<file path="src/rtl/core/mbd_pkg.sv">
// Shared types and constants for the mipmap 2x2 box downsampler.
// Used by mbd_lane and mipmap_box_downsample_core; no dependencies.
package mbd_pkg;

  localparam int unsigned MAX_WIDTH_DEF = 4096;
  localparam int unsigned MAX_HEIGHT    = 4096;
  localparam int unsigned ROW_W         = 12;
  localparam int unsigned CFG_W         = 13;
  localparam int unsigned MODE_W        = 3;
  localparam int unsigned CFG_IDX_W     = 2;
  localparam int unsigned CHAN_W        = 8;
  localparam int unsigned PSUM_W        = 10;
  localparam int unsigned NUM_CHAN      = 4;

  typedef enum logic [MODE_W-1:0] {
    MODE_NEAREST = 3'd0,
    MODE_AVERAGE = 3'd1,
    MODE_MIX13   = 3'd2,
    MODE_MIX22   = 3'd3,
    MODE_MIX31   = 3'd4
  } mode_e;

  typedef enum logic [CFG_IDX_W-1:0] {
    REG_WIDTH  = 2'd0,
    REG_HEIGHT = 2'd1,
    REG_MODE   = 2'd2
  } cfg_idx_e;

  typedef struct packed {
    logic [CHAN_W-1:0] pix_alpha;
    logic [CHAN_W-1:0] pix_blue;
    logic [CHAN_W-1:0] pix_green;
    logic [CHAN_W-1:0] pix_red;
  } pix_t;

  typedef struct packed {
    logic [CHAN_W-1:0] out_red;
    logic [CHAN_W-1:0] out_green;
    logic [CHAN_W-1:0] out_blue;
    logic [CHAN_W-1:0] out_alpha;
    logic              row_end;
    logic              image_end;
  } res_t;

endpackage

</file>
<file path="src/rtl/core/mbd_lane.sv">
// One channel lane: completes the 2x2 sum, averages, and by mode gives the average, the top-left or a blend of the two.
// Depends on mbd_pkg.
module mbd_lane
  import mbd_pkg::*;
(
  input  logic [PSUM_W-1:0] pair_sum_i,
  input  logic [CHAN_W-1:0] top_left_i,
  input  logic [CHAN_W-1:0] left_i,
  input  logic [CHAN_W-1:0] right_i,
  input  logic [MODE_W-1:0] mode_i,
  output logic [CHAN_W-1:0] result_o
);

  logic [PSUM_W-1:0]   sum;
  logic [CHAN_W-1:0]   avg;
  logic [CHAN_W+1:0]   p_x;
  logic [CHAN_W+1:0]   a_x;
  logic [CHAN_W+1:0]   acc;

  always_comb begin
    // top pair sum at most 510, bottom pair at most 510: fits in ten bits
    sum = pair_sum_i + PSUM_W'(left_i) + PSUM_W'(right_i);
    avg = sum[PSUM_W-1:2];
    p_x = (CHAN_W+2)'(top_left_i);
    a_x = (CHAN_W+2)'(avg);
    acc = '0;
    result_o = avg;
    case (mode_i)
      MODE_NEAREST: result_o = top_left_i;
      MODE_MIX13: begin
        acc      = p_x + a_x + (a_x << 1);
        result_o = acc[CHAN_W+1:2];
      end
      MODE_MIX22: begin
        acc      = p_x + a_x;
        result_o = acc[CHAN_W:1];
      end
      MODE_MIX31: begin
        acc      = p_x + (p_x << 1) + a_x;
        result_o = acc[CHAN_W+1:2];
      end
      default: result_o = avg;
    endcase
  end

endmodule

</file>
<file path="config.mk">
export PLATFORM = sky130hd
export DESIGN_NAME = mbd_lane
export DESIGN_NICKNAME = d
export VERILOG_FILES = /design/src/rtl/core/mbd_pkg.sv /design/src/rtl/core/mbd_lane.sv
export SDC_FILE = /design/constraint.sdc
export NUM_CORES = 1
export LEC_CHECK = 0
export ABC_AREA = 1
export BUFFER_PORTS_ARGS = -buffer_cell sky130_fd_sc_hd__buf_2
export CORE_ASPECT_RATIO = 1.2
export CORE_MARGIN = 3
export CORE_UTILIZATION = 50
export DETAILED_ROUTE_END_ITERATION = 7
export GPL_ROUTABILITY_DRIVEN = 1
export GPL_TIMING_DRIVEN = 0
export PLACE_DENSITY = 0.74
export SLEW_MARGIN = 5
export SYNTH_ARGS = -nofsm -noshare
export SYNTH_HDL_FRONTEND = slang
export SYNTH_SLANG_ARGS = --single-unit
</file>
<file path="constraint.sdc">
create_clock -name vclk -period 16
set_input_delay 3.2 -clock vclk [all_inputs]
set_output_delay 3.2 -clock vclk [all_outputs]
set_load 0.005 [all_outputs]
</file>
======== After elaboration in Yosys (flattened, before gate mapping) ========
Index checks and enable logic that the tools add are counted.
storage, ports and cells
  register bits ........................... 0
  input port bits ......................... 37
  output and inout bits ................... 8
cells by class
  $add $sub $neg .......................... 6
  equality and inequality tests ........... 3
  muxes and demuxes ....................... 1
  reductions and logical operators ........ 1
operators with widths
  kind                  count
  $pmux W8 S4           1
  $add A10 B8 Y10       3
  $add A10 B9 Y10       1
  $add A8 B9 Y10        1
  $add A8 B8 Y9         1
  $eq A3 B2 Y1 const B  2
  $eq A3 B3 Y1 const B  1
  $logic_not A3 Y1      1

======== Longest topological paths before layout ========
  depth after elaboration ................. 5
  depth in mapped cells ................... 30
  depth with buffers taken out ............ 30

======== Least setup slack after synthesis ========
No wires, ideal clock.
  path kind ............................... input to output
  start ................................... input pair_sum_i[1]
  end ..................................... output result_o[6]
  arrival ................................. 6.637 ns
  path slack .............................. 6.163 ns
  stages on the path ...................... 27
  path buffers ............................ 0
  path through ............................ inv_1 > fa_1 > a21oi_4 > fa_1 > nand3_1 > nand3_1 > nand2_1 > o21bai_1 > or2_1 > nand2_1 > inv_1 > ha_1 > nand2_1 > inv_1 > a21oi_1 > nand3_1 > nand2_1 > inv_1 > ha_1 > nand2_1 > inv_1 > a21oi_1 > nand3_1 > nand2_1 > nor2_1 > nor2_1 > nand3_1
between the ends
  cells in the longest elaborated chain, start to end .. 5
RTL lines
  element                         line                            text
  start: declaration              mbd_lane.sv:6                   input logic [PSUM_W-1:0] pair_sum_i,
  $add A10 B8 Y10 * (2 in a row)  mbd_lane.sv:22                  sum = pair_sum_i + PSUM_W'(left_i) + PSUM_W'(right_i);
  $add A8 B8 Y9                   mbd_lane.sv:31, mbd_lane.sv:35
  $add A10 B9 Y10                 mbd_lane.sv:31                  acc = p_x + a_x + (a_x << 1);
  $pmux W8 S4 *                   mbd_lane.sv:28                  case (mode_i)
  end: declaration                mbd_lane.sv:11                  output logic [CHAN_W-1:0] result_o
Every way passes the cells marked *; elsewhere a longest branch is shown, timed or not.

======== Worst setup path after layout ========
Same ends and word-level chain as after synthesis.

==> flow_summary.toml <==
[outcome]
status = "finished clean"

[routing]
wirelength_um = 5030
drt_iter0_drc = 77
dr.pass1.iters = 4
wl_per_cell_um = 10.8
drc = 0
viasPerCell = 4.94
via_count = 2292
drt.antenna.violating_nets = 0

[clocking]
hold_buffers = 0
cts_setup_buffers = 0
cts_resized = 0

[global_routing]
grtUsageTotal_pct = 20.7
grt-ovfl-total = 0
grt_pass1_vias = 2182
grt_antenna_before_repair = 0
grt_max_degree = 7
grt_pass1_wl_um = 8870

[cells_and_area]
nClkBuffers = 0
num_antenna_cells = 0
final_common_cell = "nand2_1"
flops_and_latches = 0
final_cell_mix = "nand2_1, inv_1, buf_2"
regArea_um2 = 0
syn2layout_area_growth_pct = 13.5
drive_gt1_share_pct = 18.5
fin_nets = 497

[floorplanning]
chipHeight_um = 78.2
rows = 25
initial_core_util_pct = 53.4
pin_count = 45
die_w_um = 66.2
dieArea_mm2 = 0.00517
core_region_area_mm2 = 0.00407

[critical_path]
arrival_ns = 7.24
cp_max_fo = 5
cpMostUsedCell = "nand2_1"
critPathKind = "primary input to output pin"
slowest_delay_ns = 0.58
start_kind = "primary input"
critical_path_required_ns = 12.80
cp_slowest_cell = "fa_1"
cp-end-kind = "output pin"

[worst_hold_path]
min_to = "result_o[1]"
hold_path.class = "primary input to output pin"
min_path_cells = 4
hp-start = "top_left_i[1]"

[power]
total_power_mw = 0.328
vdd_drop_max_mv = 0.0478
p_per_area_mw_per_mm2 = 133
power.leakage_nw = 1.54

[logic_synthesis]
syn-cell-area_mm2 = 0.00217
synth_nets = 450
synth_cells = 365
yosysSeqAreaShare_pct = 0
ys_types = 27
syn_area_per_cell_um2 = 5.95
yosys_warnings = 0

[placed_design]
place_hpwl_um = 4620
place.gp.congestion = 0.898
port_buffers = 45

[sta]
slew_viol_final = 0
hold_viol_final = 0
finalSetupTns_ns = 0
fin_crit_sh_pct = 65.2
fin_crit_ns = 10.44
slew-limit-headroom_pct = 60.0
worstMarginPinSlew_ns = 0.598
rsz0062_at_grt = "false"
fmax_ghz = 0.0958
setup_viol = 0

[run]
cap_violations = 0
-- area by class of cell --
cell class / instances / area (um2)
fill: 439 / 1600
inverter: 86 / 323
multi-input combinational: 279 / 1850
tap: 54 / 67.6
timing repair buffer: 45 / 225
-- critical path: cells and delay by family --
kind | cells | cell delay [ns]
and+or+nand+nor | 14 | 1.44
buffers and inverters | 7 | 0.45
adders and majority gates | 4 | 1.62
AOI/OAI and AO/OA | 4 | 0.51
-- where the power goes --
part           internal [mW]  switching [mW]
Sequential                 0               0
Combinational          0.129           0.200
Clock                      0               0
Total                  0.129           0.200
-- synthesized netlist by cell type (all sizes together) --
library cell | count | area share (%)
o21ai | 11 | 2.5
fa | 18 | 17
nand3b | 6 | 2.1
o21bai | 3 | 1.0
and2 | 2 | 0.58
a21oi | 23 | 6.0
nand4 | 4 | 1.2
or2 | 3 | 0.86
xor2 | 4 | 2.0
nand3 | 25 | 5.8
ha | 30 | 17
nand2 | 120 | 22
a32oi | 1 | 0.40
nor2 | 26 | 5.3
xnor2 | 1 | 0.40
o2111ai | 1 | 0.40
inv | 86 | 15
a221oi | 1 | 0.40
-- through the flow --
stage / util [%] / cell area (um2) / worst slack (ns) / cells / hold slack (ns)
after global routing: 60.6 / 2460 / 5.18 / 464 / 6.86
after CTS: 60.6 / 2460 / 5.56 / 464 / 6.81
final: 60.6 / 2460 / 5.56 / 464 / 6.81
after detailed placement: 60.6 / 2460 / 5.58 / 464 / 6.81
after global placement: 60.6 / 2460 / 5.64 / 464 / 6.81
after floorplan: - / 2170 / 6.16 / 365 / 6.51
-- worst max-delay path by stage --
stage             startpoint          end  slack, ns  cells past startpoint
2_1_floorplan  pair_sum_i[1]  result_o[6]       6.16                     27
3_3_place_gp   pair_sum_i[1]  result_o[6]       5.64                     29
3_5_place_dp   pair_sum_i[1]  result_o[6]       5.58                     29
4_1_cts        pair_sum_i[1]  result_o[6]       5.56                     29
5_1_grt        pair_sum_i[1]  result_o[6]       5.18                     29
6_report       pair_sum_i[1]  result_o[6]       5.56                     29
-- routing by layer --
layer  vias to the layer above  track usage (%)  wire length (um)
li1                       1221                -                 -
met1                      1021             25.4              2210
met2                        46             41.0              2610
met3                         4            0.143               148
met4                         0             1.42                47
met5                         -                0                 0
-- cells by family (layout without fill, tap and decap cells) --
kind of cell,after synthesis,after routing,synth area share [%]
xor+xnor,5,5,2.36
buf+inv,86,131,14.9
fa+ha+maj,48,48,33.9
compound gates,40,40,10.8
simple gates,186,186,38.1
Power figures use the tool's default switching activity.
