$ cat src/rtl/core/mbd_ram.sv
// Generic single-write, single-read RAM with registered read data.
// No package dependencies.
module mbd_ram #(
  parameter int unsigned DATA_W = 8,
  parameter int unsigned DEPTH  = 2,
  parameter int unsigned ADDR_W = (DEPTH > 1) ? $clog2(DEPTH) : 1
) (
  input  logic              clk_i,
  input  logic              we_i,
  input  logic [ADDR_W-1:0] waddr_i,
  input  logic [DATA_W-1:0] wdata_i,
  input  logic              re_i,
  input  logic [ADDR_W-1:0] raddr_i,
  output logic [DATA_W-1:0] rdata_o
);

  logic [DATA_W-1:0] mem_q [DEPTH];
  logic [DATA_W-1:0] rdata_q;

  always_ff @(posedge clk_i) begin
    if (we_i) begin
      mem_q[waddr_i] <= wdata_i;
    end
    if (re_i) begin
      rdata_q <= mem_q[raddr_i];
    end
  end

  assign rdata_o = rdata_q;

endmodule

$ cat config.mk
export PLATFORM = sky130hd
export DESIGN_NAME = mbd_ram
export DESIGN_NICKNAME = d
export VERILOG_FILES = /design/src/rtl/core/mbd_ram.sv
export SDC_FILE = /design/constraint.sdc
export NUM_CORES = 1
export LEC_CHECK = 0
export ABC_AREA = 1
export BUFFER_PORTS_ARGS = -buffer_cell sky130_fd_sc_hd__clkbuf_2
export CAP_MARGIN = 25
export CORE_MARGIN = 2
export CORE_UTILIZATION = 25
export DETAILED_ROUTE_END_ITERATION = 10
export GPL_ROUTABILITY_DRIVEN = 1
export SLEW_MARGIN = 10
export SYNTH_ARGS = -nofsm -noshare
export SYNTH_HDL_FRONTEND = slang
export SYNTH_SLANG_ARGS = --single-unit
$ cat constraint.sdc
create_clock -name clk_i -period 2.6 [get_ports clk_i]
set_clock_uncertainty 0.15 [all_clocks]
set_input_delay 0.13 -clock clk_i [delete_from_list [all_inputs] [get_ports clk_i]]
set_output_delay 0.13 -clock clk_i [all_outputs]
set_load 0.02 [all_outputs]
# Yosys cells after proc, flatten, opt, wreduce, memory -nomap -nowiden
# Memories as Yosys holds them, arrays and structs flattened. A register that Yosys moved wholly into a read port is not among the register bits.
# Cells that the tools add are included.
[totals]
regBits = 0
mem_bits_rw = 16
input_bits = 13
output_inout_bits = 8
elab_cells = 3
n_memories = 1
[memory_table]
columns = ["memory", "depth", "word_bits", "read_ports", "rd_clocked_by_memory_dff", "wr", "line_no", "text"]
rows = [
  ["mem_q", 2, 8, 1, 1, 1, "17", "logic [DATA_W-1:0] mem_q [DEPTH];"],
]
[op_classes]
mux = 2
[op_table]
columns = ["op", "n"]
rows = [
  ["1-bit 2-to-1 mux", 2],
]

# Depth between registers and ports, before layout
# Gate-level depths: netlist of run 1.
[logic_depth]
depth_word = 2
depth_mapped = 4
ltp_nobuf = 3

# Least setup slack after synthesis of run 1
# OpenSTA, ideal clock, no wires.
[synth_timing]
path_type = "input -> register"
startpoint = "in we_i"
endpoint = "mem mem_q[0][0] (enable)"
setup_ns = 0.371
arrival_time_ns = 0.519
required_ns = 2.079
path_slack_ns = 1.560
stages = 2
n_path_buf = 0
cell_sequence = "inv_1 -> nor2_1"
[synth_between]
elab_chain_cells = 2
[synth_lines]
columns = ["item", "line_no", "text"]
rows = [
  ["start, declared", "9", "input logic we_i,"],
  ["1-bit 2-to-1 mux", "21", "if (we_i) begin"],
  ["1-bit 2-to-1 mux (implied by the code)", "22", "mem_q[waddr_i] <= wdata_i;"],
  ["end, declared", "17", ""],
]
# No other way between the ends.

# Final worst setup path of run 1
[layout_timing]
startpoint = "reg rdata_q[7] (netlist: rdata_o[7]), read port of mem_q"
endpoint = "out rdata_o[7]"
[layout_rtl]
columns = ["item", "line_no", "text"]
rows = [
  ["start, declared", "18", "logic [DATA_W-1:0] rdata_q;"],
  ["end, declared", "14", "output logic [DATA_W-1:0] rdata_o"],
]
# No word-level cell between the ends.

==> results.toml, run 1 <==
[clock_network]
numCtsBuffers = 3
cts_setup_buffers = 0
cts_root_buf = "clkbuf_4"
cts.htree.levels = 1
clockBufferDepth = 2
insertion_delay_ns = 0.29
clkSinkCount = 24
cts_tree = "done"
clk_pin_slew_ns = 0.12

[grt]
track_usage_pct = 6.177
grt_start_max_net_pins = 14
grt_first_pass_wirelength_um = 1642
grt_pass1_vias = 391
overflow = 0
antenna_found_initial = 0

[power_and_ir_drop]
power.leakage_nw = 0.4536
comb_power_share_pct = 9.0
clockPowerShare_pct = 22.8
switching_share_pct = 20.67
power_frac_seq_pct = 68.2
p_switching_w = 0.0001400
internal_power_w = 0.0005372
peakVddDrop_mv = 0.1452
powerDensity_nw_per_um2 = 619.2

[synth]
ys_ff_latch = 24
synth.avg_cell_area_um2 = 15.57
yosysWarnings = 0
syn_nets = 67
ys_seq_area_share_pct = 85.71
synthMostInstantiatedCell = "nand2_1"
yosysTopAreaCell = "edfxtp_1"
yosys.cell_types.count = 6
synth_async_sr_flop_share_pct = 0
synth-edff-count = 24
yosysTopAreaCellShare_pct = 85.71
synth_cells = 54
netlist_area_um2 = 840.8
synth_commonest_cells = "nand2_1, edfxtp_1, inv_1"
ys.flop_type = "edfxtp_1"
synth_top_cells_by_area = "edfxtp_1, nand2_1, buf_6"

[flow_run]
maxCapViolations = 0

[sta]
worstMarginPinSlew_ns = 0.6325
setup_viol = 0
period_needed_ns = 1.115
fmax_ghz = 0.8966
holdWs_ns = 0.01469
tns_ns = 0
grt_setup_unrepaired = "false"
final_max_slew_viol_count = 0
slew_headroom_pct = 57.68
final-hold-violation-count = 0
finalCritPeriodShare_pct = 42.90

[floorplan]
io_pins = 21
die_y_um = 62.00
die_area_um2 = 3843
coreArea_um2 = 3284
die_w_um = 62.00
start_util_pct = 25.60
rows = 21

[worst_setup_path]
crit_slowest_cell = "edfxtp_1"
rr_startpoint = "mem_q[1][5]"
path_buf_inv = 1
critPathCaptureType = "primary output"
crit_chain = "clkbuf_2"
cp-start-kind = "register"
cp_max_fo = 1
r2r_cells = 2
r2r_slack_ns = 1.70
critical-path-top-delay-family = "flip-flops"
timing.rr.end = "rdata_o[5]"
critPathArrivalTime_ns = 0.84
path_class = "register to primary output"
slowest_delay_ns = 0.38
required_ns = 2.32

[finish]
syn2layout_area_growth_pct = 30.06
nets = 99
stdcell_count = 131
multi_input_area_um2 = 97.59
antennaDiodeCount = 0
fin_area_um2 = 1094
drive_above_1_share_pct = 28.24
regArea_um2 = 720.7
final_core_util_pct = 33.30
fill_cells = 328

[detailed_routing]
drc_errors = 0
firstDrtPassIters = 2
detail_route.vias_per_cell = 3.542
num_vias = 464
wl_um = 1143
detail-route-antenna-nets = 0
wl_per_cell_um = 8.725
drt_iter0_markers = 9

[min_path]
hp-class = "input port to register"
hold_depth = 1
worstHoldStart = "re_i"
hold-path-endpoint = "rdata_o[3]"

[place]
placed_cell_area_um2 = 987.2
io_buffer_count = 20
dp_cells = 119
place.gp.congestion = 0.7113

[run_status]
status = "complete, no violations"
==> state kept, by name, summed over array words and instances (netlist names) <==
| name | cells |
|---|---|
| mem_q | 16 |
| rdata_o | 8 |
==> kinds of logic (layout without fill, tap and decap cells) <==
group	Yosys count	in the layout	share of synthesized area [%]
flops	24	24	85.71
buf+inv	4	35	2.678
simple gates	26	26	11.61
==> metrics by stage <==
step	total power (W)	worst slack [ns]
after floorplan	0.0005005	1.560
after global placement	0.0005231	1.380
after detailed placement	0.0005246	1.303
after CTS	0.0006839	1.467
after global routing	0.0007074	1.416
final	0.0006771	1.485
==> layout make-up <==
class | count | area share (%)
clock inverters | 1 | 0.3432
clock buffers | 3 | 2.059
flip-flops and latches | 24 | 65.90
repair buffers | 28 | 16.48
inverters | 3 | 1.030
multi-input cells | 26 | 8.924
well taps | 46 | 5.263
==> power groups by stage <==
stage          Combinational (W)  Clock [W]  Sequential [W]
2_1_floorplan          0.0000178          0        0.000483
3_3_place_gp           0.0000520          0        0.000471
3_5_place_dp           0.0000531          0        0.000472
4_1_cts                0.0000626   0.000159        0.000463
5_1_grt                0.0000687   0.000174        0.000465
6_report               0.0000610   0.000154        0.000462
==> how the worst max path moves through the flow <==
stage | startpoint | endpoint | slack (ns) | cells past startpoint
after floorplan | we_i | mem_q[0][0] | 1.56 | 2
after global placement | we_i | mem_q[0][0] | 1.38 | 3
after detailed placement | we_i | mem_q[0][5] | 1.30 | 3
after global routing | rdata_o[1] | rdata_o[1] | 1.42 | 1
final | rdata_o[7] | rdata_o[7] | 1.48 | 1
after CTS | rdata_o[7] | rdata_o[7] | 1.47 | 1
==> cell usage in the layout, fill, tap and decap left out, drive strengths merged <==
| cell type | instances |
|---|---|
| inv | 3 |
| clkinv | 1 |
| nor2 | 1 |
| edfxtp | 24 |
| dlygate4sd3 | 8 |
| nand2 | 25 |
| clkbuf | 23 |
==> metal layers <==
metal  track usage, %  routed length, um  vias to the layer above
li1                 -                  -                      244
met1            6.176                448                      206
met2            10.71                609                       12
met3            2.484                 71                        2
met4            3.647                 13                        0
met5                0                  0                        -
==> what timing repair did <==
item / CTS / global route
hold buffers: 8 / 0
gates resized for setup: 0 / 0
endpoints found under the hold margin: 16 / 0
Note: power is estimated with default switching activity, not from simulation.
==> run 2, diff against run 1 <==
==> constraint.sdc (replaced) <==
create_clock -name clk_i -period 1.05 [get_ports clk_i]
set_clock_uncertainty 0.15 [all_clocks]
set_input_delay 0.0525 -clock clk_i [delete_from_list [all_inputs] [get_ports clk_i]]
set_output_delay 0.0525 -clock clk_i [all_outputs]
set_load 0.02 [all_outputs]
==> results.toml, run 2 (same netlist as run 1, synthesis figures left out) <==
[grt]
grt_pass1_vias = 404
grt_first_pass_wirelength_um = 1773
grt_start_max_net_pins = 13
antenna_found_initial = 0
overflow = 0
track_usage_pct = 6.834

[sta]
worstMarginPinSlew_ns = 0.2859
period_needed_ns = 1.045
tns_ns = 0
slew_headroom_pct = 80.92
setup_viol = 0
final-hold-violation-count = 0
fmax_ghz = 0.9571
final_max_slew_viol_count = 0
grt_setup_unrepaired = "true"
finalCritPeriodShare_pct = 99.51

[place]
placed_cell_area_um2 = 994.7
io_buffer_count = 20
hpwl_um = 837.6
place.gp.congestion = 0.7140

[detailed_routing]
wl_um = 1272
drt_iter0_markers = 14
drc_errors = 0
num_vias = 485
detail-route-antenna-nets = 0
wl_per_cell_um = 9.493
detail_route.vias_per_cell = 3.619
firstDrtPassIters = 4

[worst_setup_path]
critPathCaptureType = "primary output"
cp_max_fo = 1
crit_slowest_cell = "edfxtp_1"
path_class = "register to primary output"
path_buf_inv = 1
crit_chain = "buf_6"
slowest_delay_ns = 0.40
required_ns = 0.85
cp-start-kind = "register"
critical-path-top-delay-family = "flip-flops"
critPathArrivalTime_ns = 0.84

[clock_network]
clockBufferDepth = 2
numCtsBuffers = 3
cts_tree = "done"
insertion_delay_ns = 0.29
clk_pin_slew_ns = 0.11
clkSinkCount = 24
cts.htree.levels = 1
cts_root_buf = "clkbuf_4"
cts_setup_buffers = 0

[power_and_ir_drop]
peakVddDrop_mv = 0.3333
powerDensity_nw_per_um2 = 1446
total_power_w = 0.001703
power.leakage_nw = 0.4847

[floorplan]
die_area_um2 = 3843
die_w_um = 62.00
die_y_um = 62.00
coreArea_um2 = 3284
rows = 21
io_pins = 21
start_util_pct = 25.60

[finish]
largest_reg_flops = 16
antennaDiodeCount = 0
layout_common_cells = "nand2_1, edfxtp_1, clkbuf_2"
syn2layout_area_growth_pct = 40.03
final_common_cell = "nand2_1"
drive_above_1_share_pct = 28.41
top_register = "mem_q"
nets = 103
fin_area_um2 = 1177

[flow_run]
maxCapViolations = 0

[min_path]
hp-class = "input port to register"

[run_status]
status = "complete, no violations"
run 2: cell types whose count changed in the layout (fill, tap and decap cells not counted):
cell           change
dlygate4sd3_1      +3
clkinv_1           -1
buf_6              +8
buf_4              +1
clkbuf_2           -8
run 2: through the flow:
| step | std cells | setup WS (ns) | util, % | hold WS, ns |
|---|---|---|---|---|
| CTS | 134 | -0.008733 | 34.32 | 0.02151 |
| detailed placement | 120 | 0.1495 | 30.29 | 0.09629 |
| finish | 134 | 0.005144 | 35.85 | 0.03659 |
| global placement | 120 | 0.1698 | 30.29 | 0.09702 |
| global route | 134 | -0.05419 | 35.85 | 0.02011 |
| floorplan | 54 | 0.08760 | - | 0.001369 |
run 2: worst paths after layout:
path                from    endpoint  slack (ns)  cells after the start
max           rdata_o[0]  rdata_o[0]       0.005                      1
min              raddr_i  rdata_o[6]        0.04                      4
min reg2reg  mem_q[1][5]  rdata_o[5]        0.38                      2
max reg2reg  mem_q[0][5]  rdata_o[5]        0.16                      2
run 2: cell type report:
class	count	area, um^2
clock buffer	3	22.52
fill	315	2107
inverter	3	11.26
multi-input combinational	26	97.59
sequential	24	720.7
tap	46	57.56
timing repair buffer	32	267.8
run 2: what timing repair did:
action / 4_1_cts / 5_1_grt
hold endpoints to repair: 28 / 0
gates resized for setup: 0 / 24
hold buffers: 11 / 0
endpoints found under the setup margin: 4 / 8
cloned: 0 / 0
run 2: per-layer routing:
| metal | vias up | share of wire, % | GRT usage, % | wire length, um |
|---|---|---|---|---|
| li1 | 251 | - | - | - |
| met1 | 214 | 35 | 6.069 | 442 |
| met2 | 18 | 59 | 12.20 | 754 |
| met3 | 2 | 4.9 | 2.484 | 62 |
| met4 | 0 | 1.0 | 5.471 | 13 |
| met5 | - | 0 | 0 | 0 |
run 2: worst min-delay path: stages:
cell and delay (ns):
clkbuf_2 0.10, inv_2 0.12, nand2_1 0.06, nand2_1 0.04
run 2: power by group:
part	internal (W)	switching, W	leakage (nW)
logic	0.0000976	0.0000921	0.241
clock network	0.000133	0.000229	0.0138
registers	0.00113	0.0000199	0.230
total	0.00136	0.000341	0.485
==> run 3, diff against run 2 <==
--- a/config.mk
+++ b/config.mk
@@ -12,6 +12,7 @@
 export CORE_UTILIZATION = 25
 export DETAILED_ROUTE_END_ITERATION = 10
 export GPL_ROUTABILITY_DRIVEN = 1
+export HOLD_SLACK_MARGIN = 0.08
 export SLEW_MARGIN = 10
 export SYNTH_ARGS = -nofsm -noshare
 export SYNTH_HDL_FRONTEND = slang
==> results.toml, run 3 (same netlist as run 1, synthesis figures left out) <==
[run_status]
status = "complete, no violations"

[detailed_routing]
drc_errors = 0
wl_um = 1231
detail_route.vias_per_cell = 3.614
wl_per_cell_um = 9.326
detail-route-antenna-nets = 0
firstDrtPassIters = 4
num_vias = 477
drt_iter0_markers = 8

[sta]
finalCritPeriodShare_pct = 99.51
holdWs_ns = 0.009028
final-hold-violation-count = 0
setup_viol = 0
period_needed_ns = 1.045
worstMarginPinSlew_ns = 0.2859
final_max_slew_viol_count = 0
grt_setup_unrepaired = "true"
slew_headroom_pct = 80.92
fmax_ghz = 0.9571

[clock_network]
numCtsBuffers = 3
cts_root_buf = "clkbuf_4"
clk_pin_slew_ns = 0.11
hold_buffers = 9
insertion_delay_ns = 0.29
cts.htree.levels = 1
clkSinkCount = 24
cts_tree = "done"
clockBufferDepth = 2

[min_path]
hold_depth = 3
worstHoldStart = "raddr_i"
hold-path-endpoint = "rdata_o[5]"
hp-class = "input port to register"

[grt]
grt_first_pass_wirelength_um = 1697
overflow = 0
grt_pass1_vias = 391
grt_start_max_net_pins = 13
track_usage_pct = 6.574
antenna_found_initial = 0

[floorplan]
die_w_um = 62.00
rows = 21
coreArea_um2 = 3284
start_util_pct = 25.60
die_area_um2 = 3843
io_pins = 21
die_y_um = 62.00

[place]
hpwl_um = 837.6
placed_cell_area_um2 = 994.7
io_buffer_count = 20
dp_cells = 120
place.gp.congestion = 0.7140

[worst_setup_path]
critPathArrivalTime_ns = 0.84
path_buf_inv = 1
r2r_slack_ns = 0.16
slowest_delay_ns = 0.40
cp_max_fo = 1
r2r_cells = 2
crit_slowest_cell = "edfxtp_1"
critical-path-top-delay-family = "flip-flops"
cp-start-kind = "register"
timing.rr.end = "rdata_o[5]"
crit_chain = "buf_6"
rr_startpoint = "mem_q[0][5]"
path_class = "register to primary output"
critPathCaptureType = "primary output"
required_ns = 0.85

[finish]
drive_above_1_share_pct = 29.07
antennaDiodeCount = 0
final_common_cell = "nand2_1"
final_core_util_pct = 35.24
fin_area_um2 = 1157
top_register = "mem_q"
syn2layout_area_growth_pct = 37.65
regArea_um2 = 720.7
stdcell_count = 132
largest_reg_flops = 16
nets = 101
layout_common_cells = "nand2_1, edfxtp_1, clkbuf_2"
multi_input_area_um2 = 97.59
fill_cells = 314

[power_and_ir_drop]
total_power_w = 0.001695
peakVddDrop_mv = 0.3333
power.leakage_nw = 0.4764
powerDensity_nw_per_um2 = 1465

[flow_run]
maxCapViolations = 0
[run 3: cell types whose count changed in the layout (fill, tap and decap cells not counted), sizes merged]
cell         delta
dlygate4sd3     -2
[run 3: worst register-to-register path, stage by stage, from the launching register on]
cell and delay (ns):
edfxtp_1 0.39, nand2_1 0.08, nand2_1 0.04
[run 3: worst max path at each step]
stage,endpoint,cells past startpoint,startpoint,slack [ns]
2_1_floorplan,mem_q[0][0],2,we_i,0.09
3_3_place_gp,mem_q[1][0],3,waddr_i,0.17
3_5_place_dp,mem_q[1][2],3,waddr_i,0.15
4_1_cts,rdata_o[7],1,rdata_o[7],-0.009
5_1_grt,rdata_o[0],1,rdata_o[0],-0.05
6_report,rdata_o[0],1,rdata_o[0],0.005
[run 3: power by group]
part / internal (W) / leakage (nW) / switching (W)
combinational: 0.0000925 / 0.233 / 0.0000903
clock: 0.000133 / 0.0138 / 0.000229
sequential: 0.00113 / 0.230 / 0.0000199
[run 3: timing repair]
action,CTS,global route
hold endpoints to repair,48,23
endpoints found under the setup margin,4,8
buffers inserted,0,0
resized for setup,0,24
[run 3: final cells by class]
| class | count | area share (%) |
|---|---|---|
| flip-flops and latches | 24 | 62.27 |
| repair buffers | 30 | 21.41 |
| multi-input cells | 26 | 8.432 |
| inverters | 3 | 0.9730 |
| well taps | 46 | 4.973 |
| clock buffers | 3 | 1.946 |
[run 3: routing by layer]
metal  GRT usage [%]  share of wire, %
met3           2.484               4.4
met4           5.471               1.1
met5               0                 0
met1           5.673                35
met2           11.76                60
[run 3: metrics by stage]
step,TNS [ns],setup WS [ns]
after floorplan,0,0.08760
after global placement,0,0.1698
after detailed placement,0,0.1495
after CTS,-0.01386,-0.008733
after global routing,-0.3269,-0.05419
final,0,0.005145
